### src/sv/cel_pkg.sv
// Types, constants and helper functions shared by the calculator expression lexer.
package cel_pkg;

  localparam int MAX_LEXEME_LEN = 32;
  localparam int POSITION_BITS  = 16;
  localparam int LEN_W          = $clog2(MAX_LEXEME_LEN);
  localparam int OUT_POS_W      = 16;
  localparam int OUT_LEN_W      = 5;
  localparam int OUT_LEN_MAX    = 31;
  localparam int FIFO_DEPTH     = 4;
  localparam int FIFO_AW        = 2;

  localparam logic [LEN_W-1:0]         LEN_CAP = LEN_W'(MAX_LEXEME_LEN - 1);
  localparam logic [POSITION_BITS-1:0] POS_MAX = '1;

  localparam logic [7:0] CH_PLUS   = 8'h2B;
  localparam logic [7:0] CH_MINUS  = 8'h2D;
  localparam logic [7:0] CH_SLASH  = 8'h2F;
  localparam logic [7:0] CH_STAR   = 8'h2A;
  localparam logic [7:0] CH_CARET  = 8'h5E;
  localparam logic [7:0] CH_LPAREN = 8'h28;
  localparam logic [7:0] CH_RPAREN = 8'h29;
  localparam logic [7:0] CH_NL     = 8'h0A;
  localparam logic [7:0] CH_POINT  = 8'h2E;
  localparam logic [7:0] CH_LOW_E  = 8'h65;
  localparam logic [7:0] CH_LOW_P  = 8'h70;
  localparam logic [7:0] CH_LOW_I  = 8'h69;
  localparam logic [7:0] CH_SPACE  = 8'h20;
  localparam logic [7:0] CH_TAB    = 8'h09;

  typedef enum logic [2:0] {
    MODE_IDLE  = 3'd0,
    MODE_PAREN = 3'd1,
    MODE_ALPHA = 3'd2,
    MODE_DIGIT = 3'd3,
    MODE_INT   = 3'd4,
    MODE_POINT = 3'd5,
    MODE_FRAC  = 3'd6
  } scan_mode_t;

  typedef enum logic [3:0] {
    K_PLUS   = 4'd0,
    K_MINUS  = 4'd1,
    K_DIV    = 4'd2,
    K_MUL    = 4'd3,
    K_POWER  = 4'd4,
    K_CALL   = 4'd5,
    K_END    = 4'd6,
    K_E      = 4'd7,
    K_PI     = 4'd8,
    K_NAME   = 4'd9,
    K_NUMBER = 4'd10,
    K_ERROR  = 4'd11
  } token_kind_t;

  typedef enum logic [1:0] {
    ERR_NONE    = 2'd0,
    ERR_UNKNOWN = 2'd1,
    ERR_PAREN   = 2'd2,
    ERR_NUMBER  = 2'd3
  } error_kind_t;

  typedef enum logic [1:0] {
    KW_NONE = 2'd0,
    KW_E    = 2'd1,
    KW_P    = 2'd2,
    KW_PI   = 2'd3
  } keyword_t;

  typedef struct packed {
    token_kind_t            kind;
    logic [OUT_POS_W-1:0]   end_position;
    logic [OUT_LEN_W-1:0]   lexeme_length;
    error_kind_t            err;
    logic [7:0]             err_char;
    logic                   last;
  } token_t;

  typedef struct packed {
    logic             emit;
    token_t           tok;
    scan_mode_t       mode;
    logic [LEN_W-1:0] count;
    keyword_t         kw;
  } start_t;

  function automatic logic is_alpha(logic [7:0] c);
    return (c >= 8'h61 && c <= 8'h7A) || (c >= 8'h41 && c <= 8'h5A);
  endfunction

  function automatic logic is_digit(logic [7:0] c);
    return c >= 8'h30 && c <= 8'h39;
  endfunction

  function automatic logic [7:0] to_lower(logic [7:0] c);
    return (c >= 8'h41 && c <= 8'h5A) ? (c | 8'h20) : c;
  endfunction

  function automatic logic [OUT_POS_W-1:0] sat_pos(logic [POSITION_BITS-1:0] p);
    return (p > POSITION_BITS'({OUT_POS_W{1'b1}})) ? '1 : OUT_POS_W'(p);
  endfunction

  function automatic logic [OUT_LEN_W-1:0] sat_len(logic [LEN_W-1:0] n);
    return (n > LEN_W'(OUT_LEN_MAX)) ? OUT_LEN_W'(OUT_LEN_MAX) : OUT_LEN_W'(n);
  endfunction

  function automatic token_t make_tok(token_kind_t k, logic [POSITION_BITS-1:0] p,
                                      logic [LEN_W-1:0] n, error_kind_t e,
                                      logic [7:0] c);
    token_t t;
    t.kind          = k;
    t.end_position  = sat_pos(p);
    t.lexeme_length = sat_len(n);
    t.err           = e;
    t.err_char      = (e != ERR_NONE) ? c : 8'h00;
    t.last          = 1'b0;
    return t;
  endfunction

  // A character seen where a token may begin.
  function automatic start_t start_token(logic [7:0] c, logic [POSITION_BITS-1:0] cur);
    start_t s;
    s.emit  = 1'b0;
    s.tok   = make_tok(K_PLUS, cur, '0, ERR_NONE, c);
    s.mode  = MODE_IDLE;
    s.count = '0;
    s.kw    = KW_NONE;
    case (c)
      CH_SPACE, CH_TAB: ;
      CH_PLUS: begin
        s.emit = 1'b1;
      end
      CH_MINUS: begin
        s.emit = 1'b1;
        s.tok  = make_tok(K_MINUS, cur, '0, ERR_NONE, c);
      end
      CH_SLASH: begin
        s.emit = 1'b1;
        s.tok  = make_tok(K_DIV, cur, '0, ERR_NONE, c);
      end
      CH_STAR: begin
        s.emit = 1'b1;
        s.tok  = make_tok(K_MUL, cur, '0, ERR_NONE, c);
      end
      CH_CARET: begin
        s.emit = 1'b1;
        s.tok  = make_tok(K_POWER, cur, '0, ERR_NONE, c);
      end
      CH_NL: begin
        s.emit = 1'b1;
        s.tok  = make_tok(K_END, cur, '0, ERR_NONE, c);
      end
      CH_LPAREN: begin
        s.mode = MODE_PAREN;
      end
      default: begin
        if (is_alpha(c)) begin
          s.mode  = MODE_ALPHA;
          s.count = LEN_W'(1);
          s.kw    = (to_lower(c) == CH_LOW_E) ? KW_E :
                    ((to_lower(c) == CH_LOW_P) ? KW_P : KW_NONE);
        end else if (is_digit(c)) begin
          s.mode  = MODE_INT;
          s.count = LEN_W'(1);
        end else begin
          s.emit = 1'b1;
          s.tok  = make_tok(K_ERROR, cur, '0, ERR_UNKNOWN, c);
        end
      end
    endcase
    return s;
  endfunction

endpackage

### src/sv/calculator_expression_lexer_top.sv
// Calculator expression lexer: one character per word in, tokens out.
// An accepted character is registered; its tokens then enter the result queue.
// Throughput: one character per cycle while the four-entry result queue has room;
// a character completing two tokens pushes both; input stalls when nearly full.
// Reset clears the scan state, the character position and the result queue.
module calculator_expression_lexer_top (
  input  logic        clk,
  input  logic        rst,
  input  logic        s_tvalid,
  output logic        s_tready,
  input  logic [7:0]  s_tdata,   // [7:0] char_in
  output logic        m_tvalid,
  input  logic        m_tready,
  output logic [31:0] m_tdata,   // [15:0] end_position, [20:16] lexeme_length,
                                 // [22:21] error_kind, [30:23] error_char, [31] zero
  output logic [3:0]  m_tuser,   // [3:0] token_kind
  output logic        m_tlast    // last token caused by the character
);
  import cel_pkg::*;

  logic                     in_valid;
  logic [7:0]               in_char;
  scan_mode_t               mode, mode_next;
  logic [LEN_W-1:0]         count, count_next;
  logic [POSITION_BITS-1:0] char_pos, char_pos_next;
  keyword_t                 kw, kw_next;

  token_t                   fifo [FIFO_DEPTH];
  logic [FIFO_AW-1:0]       wr_ptr, rd_ptr;
  logic [FIFO_AW:0]         fill;

  logic                     advance, pop;
  logic                     a_valid, do_start;
  token_t                   tok_a, slot0, slot1;
  start_t                   st;
  logic [1:0]               n_push;
  logic [POSITION_BITS-1:0] cur;
  logic [7:0]               c;
  token_kind_t              name_k;

  assign advance  = in_valid && (fill <= (FIFO_AW + 1)'(FIFO_DEPTH - 2));
  assign s_tready = !in_valid || advance;
  assign pop      = m_tvalid && m_tready;

  assign c   = in_char;
  assign cur = (char_pos == POS_MAX) ? POS_MAX : char_pos + 1'b1;
  assign st  = start_token(c, cur);

  always_comb begin
    if (kw == KW_E && count == LEN_W'(1)) begin
      name_k = K_E;
    end else if (kw == KW_PI && count == LEN_W'(2)) begin
      name_k = K_PI;
    end else begin
      name_k = K_NAME;
    end
  end

  always_comb begin
    mode_next  = mode;
    count_next = count;
    kw_next    = kw;
    a_valid    = 1'b0;
    do_start   = 1'b0;
    tok_a      = make_tok(K_NAME, char_pos, count, ERR_NONE, c);
    unique case (mode)
      MODE_PAREN: begin
        mode_next = MODE_IDLE;
        a_valid   = 1'b1;
        if (c == CH_RPAREN) begin
          tok_a = make_tok(K_CALL, cur, '0, ERR_NONE, c);
        end else begin
          tok_a = make_tok(K_ERROR, cur, '0, ERR_PAREN, c);
        end
      end
      MODE_ALPHA: begin
        if (is_alpha(c) && count < LEN_CAP) begin
          kw_next    = (kw == KW_P && count == LEN_W'(1) && to_lower(c) == CH_LOW_I) ?
                       KW_PI : KW_NONE;
          count_next = count + 1'b1;
        end else if (is_digit(c) && count < LEN_CAP) begin
          kw_next    = KW_NONE;
          count_next = count + 1'b1;
          mode_next  = MODE_DIGIT;
        end else begin
          a_valid  = 1'b1;
          tok_a    = make_tok(name_k, char_pos, count, ERR_NONE, c);
          do_start = 1'b1;
        end
      end
      MODE_DIGIT: begin
        if (is_digit(c) && count < LEN_CAP) begin
          count_next = count + 1'b1;
        end else begin
          a_valid  = 1'b1;
          do_start = 1'b1;
        end
      end
      MODE_INT: begin
        if (is_digit(c) && count < LEN_CAP) begin
          count_next = count + 1'b1;
        end else if (c == CH_POINT && ({1'b0, count} + 2'd2) <= {1'b0, LEN_CAP}) begin
          count_next = count + 1'b1;
          mode_next  = MODE_POINT;
        end else begin
          a_valid  = 1'b1;
          tok_a    = make_tok(K_NUMBER, char_pos, count, ERR_NONE, c);
          do_start = 1'b1;
        end
      end
      MODE_POINT: begin
        if (is_digit(c)) begin
          count_next = count + 1'b1;
          mode_next  = MODE_FRAC;
        end else begin
          a_valid    = 1'b1;
          tok_a      = make_tok(K_ERROR, cur, '0, ERR_NUMBER, c);
          mode_next  = MODE_IDLE;
          count_next = '0;
          kw_next    = KW_NONE;
        end
      end
      MODE_FRAC: begin
        if (is_digit(c) && count < LEN_CAP) begin
          count_next = count + 1'b1;
        end else begin
          a_valid  = 1'b1;
          tok_a    = make_tok(K_NUMBER, char_pos, count, ERR_NONE, c);
          do_start = 1'b1;
        end
      end
      MODE_IDLE: begin
        do_start = 1'b1;
      end
      default: begin
        do_start = 1'b1;
      end
    endcase
    if (do_start) begin
      mode_next  = st.mode;
      count_next = st.count;
      kw_next    = st.kw;
    end
  end

  always_comb begin
    slot0  = a_valid ? tok_a : st.tok;
    slot1  = st.tok;
    n_push = 2'd0;
    if (a_valid && do_start && st.emit) begin
      n_push     = 2'd2;
      slot1.last = 1'b1;
    end else if (a_valid || (do_start && st.emit)) begin
      n_push     = 2'd1;
      slot0.last = 1'b1;
    end
    if (!advance) begin
      n_push = 2'd0;
    end
  end

  assign char_pos_next = advance ? cur : char_pos;

  always_ff @(posedge clk) begin
    if (rst) begin
      in_valid <= 1'b0;
      mode     <= MODE_IDLE;
      count    <= '0;
      char_pos <= '0;
      kw       <= KW_NONE;
      wr_ptr   <= '0;
      rd_ptr   <= '0;
      fill     <= '0;
    end else begin
      if (s_tready) begin
        in_valid <= s_tvalid;
      end
      if (advance) begin
        mode  <= mode_next;
        count <= count_next;
        kw    <= kw_next;
      end
      char_pos <= char_pos_next;
      wr_ptr   <= wr_ptr + FIFO_AW'(n_push);
      if (pop) begin
        rd_ptr <= rd_ptr + 1'b1;
      end
      fill <= fill + (FIFO_AW + 1)'(n_push) - (FIFO_AW + 1)'(pop);
    end
  end

  always_ff @(posedge clk) begin
    if (s_tready) begin
      in_char <= s_tdata;
    end
    if (n_push != 2'd0) begin
      fifo[wr_ptr] <= slot0;
    end
    if (n_push == 2'd2) begin
      fifo[wr_ptr + 1'b1] <= slot1;
    end
  end

  assign m_tvalid = (fill != '0);
  assign m_tuser  = fifo[rd_ptr].kind;
  assign m_tlast  = fifo[rd_ptr].last;
  assign m_tdata  = {1'b0, fifo[rd_ptr].err_char, fifo[rd_ptr].err,
                     fifo[rd_ptr].lexeme_length, fifo[rd_ptr].end_position};

endmodule

### config.mk
export PLATFORM = sky130hd
export DESIGN_NAME = calculator_expression_lexer_top
export DESIGN_NICKNAME = d
export VERILOG_FILES = /design/src/sv/cel_pkg.sv /design/src/sv/calculator_expression_lexer_top.sv
export SDC_FILE = /design/constraint.sdc
export NUM_CORES = 1
export LEC_CHECK = 0
export BUFFER_PORTS_ARGS = -buffer_cell sky130_fd_sc_hd__buf_2
export CAP_MARGIN = 30
export CORE_UTILIZATION = 55
export CTS_BUF_LIST = sky130_fd_sc_hd__clkbuf_2
export CTS_CLUSTER_DIAMETER = 200
export CTS_CLUSTER_SIZE = 10
export DETAILED_ROUTE_END_ITERATION = 6
export GPL_ROUTABILITY_DRIVEN = 0
export PLACE_DENSITY = 0.73
export SLEW_MARGIN = 20
export SYNTH_ARGS = -nofsm -noshare
export SYNTH_HDL_FRONTEND = slang
export SYNTH_SLANG_ARGS = --single-unit
export TNS_END_PERCENT = 50
### constraint.sdc
create_clock -name clk -period 7.4 [get_ports clk]
set_clock_uncertainty 0.15 [all_clocks]
set_input_delay 1.11 -clock clk [delete_from_list [all_inputs] [get_ports clk]]
set_output_delay 1.11 -clock clk [all_outputs]
set_load 0.005 [all_outputs]
Word level (Yosys, flattened, before mapping)
Memory sizes are Yosys's and may differ from the RTL's. A register that Yosys moved wholly into a read port is not among the register bits.
Cells that the tools add are included.
W data, S select, Z words.
{ "totals": {"reg_bits": 42, "ramBits": 144, "in_bits": 12, "mem_count": 1} }
{ "classes": {"n_addsub": 8, "n_lt_le_gt_ge": 12, "eq_ne": 34, "n_mux": 66, "reduce_logical": 34} }
{ "mem_list": {"columns": ["name", "depth", "word_bits", "read_ports", "rd_clocked_by_memory_dff", "write_ports", "line", "text"], "rows": [
  ["fifo", 4, 36, 1, 1, 2, "calculator_expression_lexer_top.sv:28", "token_t fifo [FIFO_DEPTH];"]
]} }
{ "ops": {"columns": ["cell", "n"], "rows": [
  ["$pmux W36 S6", 1],
  ["$pmux W36 S5", 1],
  ["$mux W36", 4],
  ["$mux W34", 4],
  ["$mux W37", 2],
  ["$eq A8 B6 Y1 const B", 8],
  ["$mux W16", 3],
  ["$mux W5", 7],
  ["$eq A8 B7 Y1 const B", 4],
  ["$gt A16 B16 Y1 const B", 2],
  ["$mux W2", 12],
  ["$pmux W5 S4", 1],
  ["$mux W3", 6],
  ["$add A16 B1 Y16 const B", 1],
  ["$eq A16 B16 Y1 const B", 1],
  ["$eq A8 B4 Y1 const B", 2],
  ["$ge A8 B7 Y1 const B", 2],
  ["$le A8 B7 Y1 const B", 2],
  ["$mux W8", 2],
  ["$logic_and A1 B1 Y1", 15],
  ["$ne A3 B3 Y1 const B", 5],
  ["$mux W1", 14],
  ["$pmux W3 S4", 1],
  ["$reduce_bool A5 Y1", 2],
  ["other kinds (41)", 52]
]} }

Depth between registers and ports, before layout
{ "logic_depth": {"ltp_word": 15, "ltp_mapped": 16, "ltp_nobuf": 13} }

Least setup slack after synthesis
OpenSTA, ideal clock, no wires.
{ "synth_timing": {"path_type": "reg-to-reg", "start": "register in_char[2] (netlist: c[2])", "end": "register fill[2]", "setup_time_ns": 0.128, "arrival_ns": 3.250, "setup_slack_ns": 3.873, "stages_incl_launch_ff": 17, "synth_period_minus_slack_ns": 3.527, "cell_sequence": "edfxtp_1 > buf_6 > or3_4 > o221ai_4 > nor3_2 > or3_1 > buf_6 > buf_6 > nand2_4 > nand3_1 > ha_1 > inv_1 > ha_1 > fa_1 > xor2_1 > xnor2_1 > nor2_1"} }
{ "synth_via": {"elab_chain_cells": 13} }
{ "synth_rtl": {"columns": ["element", "line", "text"], "rows": [
  ["start, declared", "calculator_expression_lexer_top.sv:22", "logic [7:0] in_char;"],
  ["start signal, assigned", "calculator_expression_lexer_top.sv:194", "in_char <= s_tdata;"],
  ["$ge A8 B6 Y1 (tied with other cells)", "cel_pkg.sv:92", "return c >= 8'h30 && c <= 8'h39;"],
  ["$logic_and A1 B1 Y1 (on tied branches)", "cel_pkg.sv:92, cel_pkg.sv:88", null],
  ["$logic_and A1 B1 Y1 or $logic_or A1 B1 Y1 (tied branches)", null, null],
  ["$mux W1 or $logic_and A1 B1 Y1 (tied branches)", null, null],
  ["$mux W1", "calculator_expression_lexer_top.sv:77", "if (is_alpha(c) && count < LEN_CAP) begin"],
  ["$pmux W1 S4", "calculator_expression_lexer_top.sv:66", "unique case (mode)"],
  ["$logic_and A1 B1 Y1", "calculator_expression_lexer_top.sv:153", "end else if (a_valid || (do_start && st.emit)) begin"],
  ["$logic_or A1 B1 Y1", "calculator_expression_lexer_top.sv:153", null],
  ["$mux W1", "calculator_expression_lexer_top.sv:153", null],
  ["$mux W2 *", "calculator_expression_lexer_top.sv:150", "if (a_valid && do_start && st.emit) begin"],
  ["$mux W2 *", "calculator_expression_lexer_top.sv:157", "if (!advance) begin"],
  ["$add A3 B2 Y3 *", "calculator_expression_lexer_top.sv:188", "fill <= fill + (FIFO_AW + 1)'(n_push) - (FIFO_AW + 1)'(pop);"],
  ["$sub A3 B1 Y3 *", "calculator_expression_lexer_top.sv:188", null],
  ["end signal, assigned", "calculator_expression_lexer_top.sv:188", null],
  ["end, declared", "calculator_expression_lexer_top.sv:30", "logic [FIFO_AW:0] fill;"]
]} }
Every way passes the cells marked *; elsewhere a longest branch is shown, timed or not.
A chain may end at the register's enable or synchronous reset.

Worst setup path after layout
Same ends and word-level chain as after synthesis.

==> out/qor.csv <==
metric,value,unit
status,finished clean,
die_w,138.0,microns
critical_path.max_fanout,18,
maxSlewViolCount,0,
rsz0062_at_grt,false,
io-pin-count,51,
whs_endpoint,c[4],
antenna_found_initial,1,
pwr-share-clk,20.2,%
p_per_area,252.1,nW/um^2
avgSynthCellArea,10.56,sq um
min_path_type,in2reg,
syn-num-nets,985,
timing.final.crit_share,59.81,%
grt_usage,28.13,%
synth.area.top_cells,"edfxtp_1 38%, dfxtp_1 12%, mux4_2 8.0%, nand2_1 3.7%, o21ai_0 3.6%",
worstHoldStart,s_tdata[4],
clk_pin_slew,0.29,ns
viasPerCell,6.428,
cts_resized,0,
coreArea,18020,sq um
seqCellArea,5047,sq um
die_y,138.0,microns
vias,7759,
hold_viol_final,0,
synth-seq-area-share,49.59,%
synthDistinctLibCells,80,
p_sw_share,36.37,%
ys_async_sr_fraction,0,%
grt_first_pass_wirelength,39.85,mm
endpoint_kind,flip-flop,
netlist_area,10170,sq um
startpoint_type,flip-flop,
synth_edf_count,128,
crit_top_cell,ha_1,
crit_required,7.98,ns
ant_nets,0,
finalWirelength,25.81,mm
htreeDepth,4,
cts_tree,done,
rr_worst_depth,13,
pre_cts_ws,3.031,ns
fin_ws,2.974,ns
post-synth-top-area-cell,edfxtp_1,
synth_commonest_cells,"128 x edfxtp_1, 99 x nand2_1, 74 x o21ai_0, 66 x nor2_1, 60 x dfxtp_1",
grt_pass1_vias,6991,
fin_setup_tns,0,ns
numCtsBuffers,17,
drt-pass1-iter-count,6,
fin_nets,986,
timing.slew.headroom,36.15,%
r2r_setup_slack,2.97,ns
hold_slack,0.3054,ns
r2r_start,c[2],
die_area,19040,sq um
ys_seq_elements,188,
cts.sinks,188,
combPwrFrac,30.9,%
drive_gt1_share,18.63,%
max_freq,226.0,MHz
final_util,59.49,%
drtIter0Drc,1080,
hold_depth,1,
multiInputGateArea,4698,sq um
yosys.area.top_type_share,37.79,%
cp_num_cells,13,
leakagePower,3.447,nW
cts_hold_buf,0,
cts.path.max_buffers,2,
areaGrowthSynthToFinish,5.412,%
drc,0,
ir_worst_vdd,0.0001380,V
crit_family,simple AND/OR/NAND/NOR gates,
critPathArrivalTime,5.00,ns
n_fill_cell,1498,
synthFlopType,edfxtp_1,
row_count,49,
yosys_warnings,0,
port_buffers,49,
cp.buffers_inverters,1,
setup_viol,0,
start_util,56.43,%
worstSetupPathType,reg2reg,
net-switching-power,0.0009833,W
clk_latency,0.81,ns
worst_pin_slew,0.9577,ns
clock-root-buffer,clkbuf_2,
finalCriticalPeriod,4.426,ns
rr_endpoint,fill[2],
syn_inst,963,
postCtsSetupRepairBufs,0,
crit_slowest_cell,or3_1,
internal_power,0.001720,W
cap_viol_max_count,0,
seqPwrFrac,48.8,%
grt_overflow_total,0,
grt_max_degree,46,
wire_per_inst,21.38,microns
cp_cell_sequence,"or3_4, o221ai_4, nor3_2, or3_1, nand2_4, nand3_1, ha_1, inv_1, ha_1, fa_1, xor2_1, xnor2_1, nor2_1",
critPathMaxStageDelay,0.79,ns
yosysMostFrequentCell,edfxtp_1,
dp.final_hpwl,17.73,mm
[cell usage in the layout, fill, tap and decap left out, types with 6 or more instances in the layout]
cell type / n
mux2i_1: 6
o22ai_1: 18
edfxtp_1: 128
xnor2_1: 12
clkbuf_2: 18
a21oi_2: 6
inv_1: 14
nand2b_1: 8
a22o_1: 10
ha_1: 9
o22ai_2: 10
and2_0: 6
nor2_1: 66
nand2_1: 99
nand4_1: 9
o211ai_1: 8
a21oi_1: 54
a211oi_1: 17
a21o_1: 8
o21ai_0: 74
nor3_1: 16
o21ai_1: 12
mux4_2: 36
o21a_1: 8
or3_1: 8
nor2b_1: 43
nand3_1: 44
buf_4: 11
dfxtp_1: 58
buf_2: 49
[sequential cells by signal, indices dropped and copies added, names as in the netlist, named ones only]
signal and flops:
mode 3, in_valid 1, kw 2, fill 3, count 5, c 8, fifo 144, wr_ptr 2
char_pos 16, rd_ptr 2
[cell families (layout without fill, tap and decap cells)]
kind of cell / after synthesis / after routing / share of synthesized area [%]
buffers and inverters: 96 / 110 / 4.330
xor gates and xnor gates: 16 / 16 / 1.378
and+or+nand+nor: 339 / 339 / 16.78
adders and majority gates: 10 / 10 / 1.304
other: 1 / 2 / 0.03686
DFF: 188 / 188 / 49.59
muxes: 44 / 44 / 8.782
AOI/OAI and AO/OA: 269 / 269 / 17.80
[cell type report]
type,instances,share of cell area (%)
Sequential cell,188,47.07
Timing Repair Buffer,64,3.501
Multi-Input combinational cell,679,43.82
Clock buffer,17,0.7935
Antenna cell,1,0.02334
Tap cell,229,2.672
Inverter,14,0.4901
Clock inverter,15,1.634
[worst max path at each step]
stage,startpoint,endpoint
floorplan,c[2],fill[2]
global placement,c[2],fill[2]
detailed placement,c[2],fill[2]
CTS,c[2],fill[2]
global route,c[2],fill[2]
finish,c[2],fill[2]
[worst reg2reg max path, stage by stage (launching register included)]
cell and delay [ns]:
edfxtp_1 0.66, or3_4 0.49, o221ai_4 0.41, nor3_2 0.14, or3_1 0.79, nand2_4 0.25
nand3_1 0.16, ha_1 0.32, inv_1 0.04, ha_1 0.19, fa_1 0.38, xor2_1 0.20
xnor2_1 0.14, nor2_1 0.05
[power by group through the flow]
stage / registers (W) / logic, W / clock network, W
6_report: 0.00132 / 0.000836 / 0.000547
5_1_grt: 0.00134 / 0.000920 / 0.000587
4_1_cts: 0.00133 / 0.000810 / 0.000549
3_5_place_dp: 0.00135 / 0.000805 / 0
3_3_place_gp: 0.00135 / 0.000801 / 0
2_1_floorplan: 0.00127 / 0.000653 / 0
[metal layers]
layer  global-route usage, %  vias to the layer above  routed length, microns
met5                       0                        -                       0
met4                   8.514                        0                     576
met3                   5.190                       54                    2535
met2                   39.06                      440                   10880
met1                   43.97                     3667                   11810
li1                        -                     3598                       -
[metrics by stage]
stage / power (W) / cells / cell area, sq um
floorplan: 0.001926 / 963 / 10170
global placement: 0.002150 / 1170 / 10410
detailed placement: 0.002160 / 1170 / 10410
CTS: 0.002691 / 1202 / 10670
global route: 0.002842 / 1207 / 10720
finish: 0.002703 / 1207 / 10720
No activity file was read; power rests on OpenSTA's default activity.
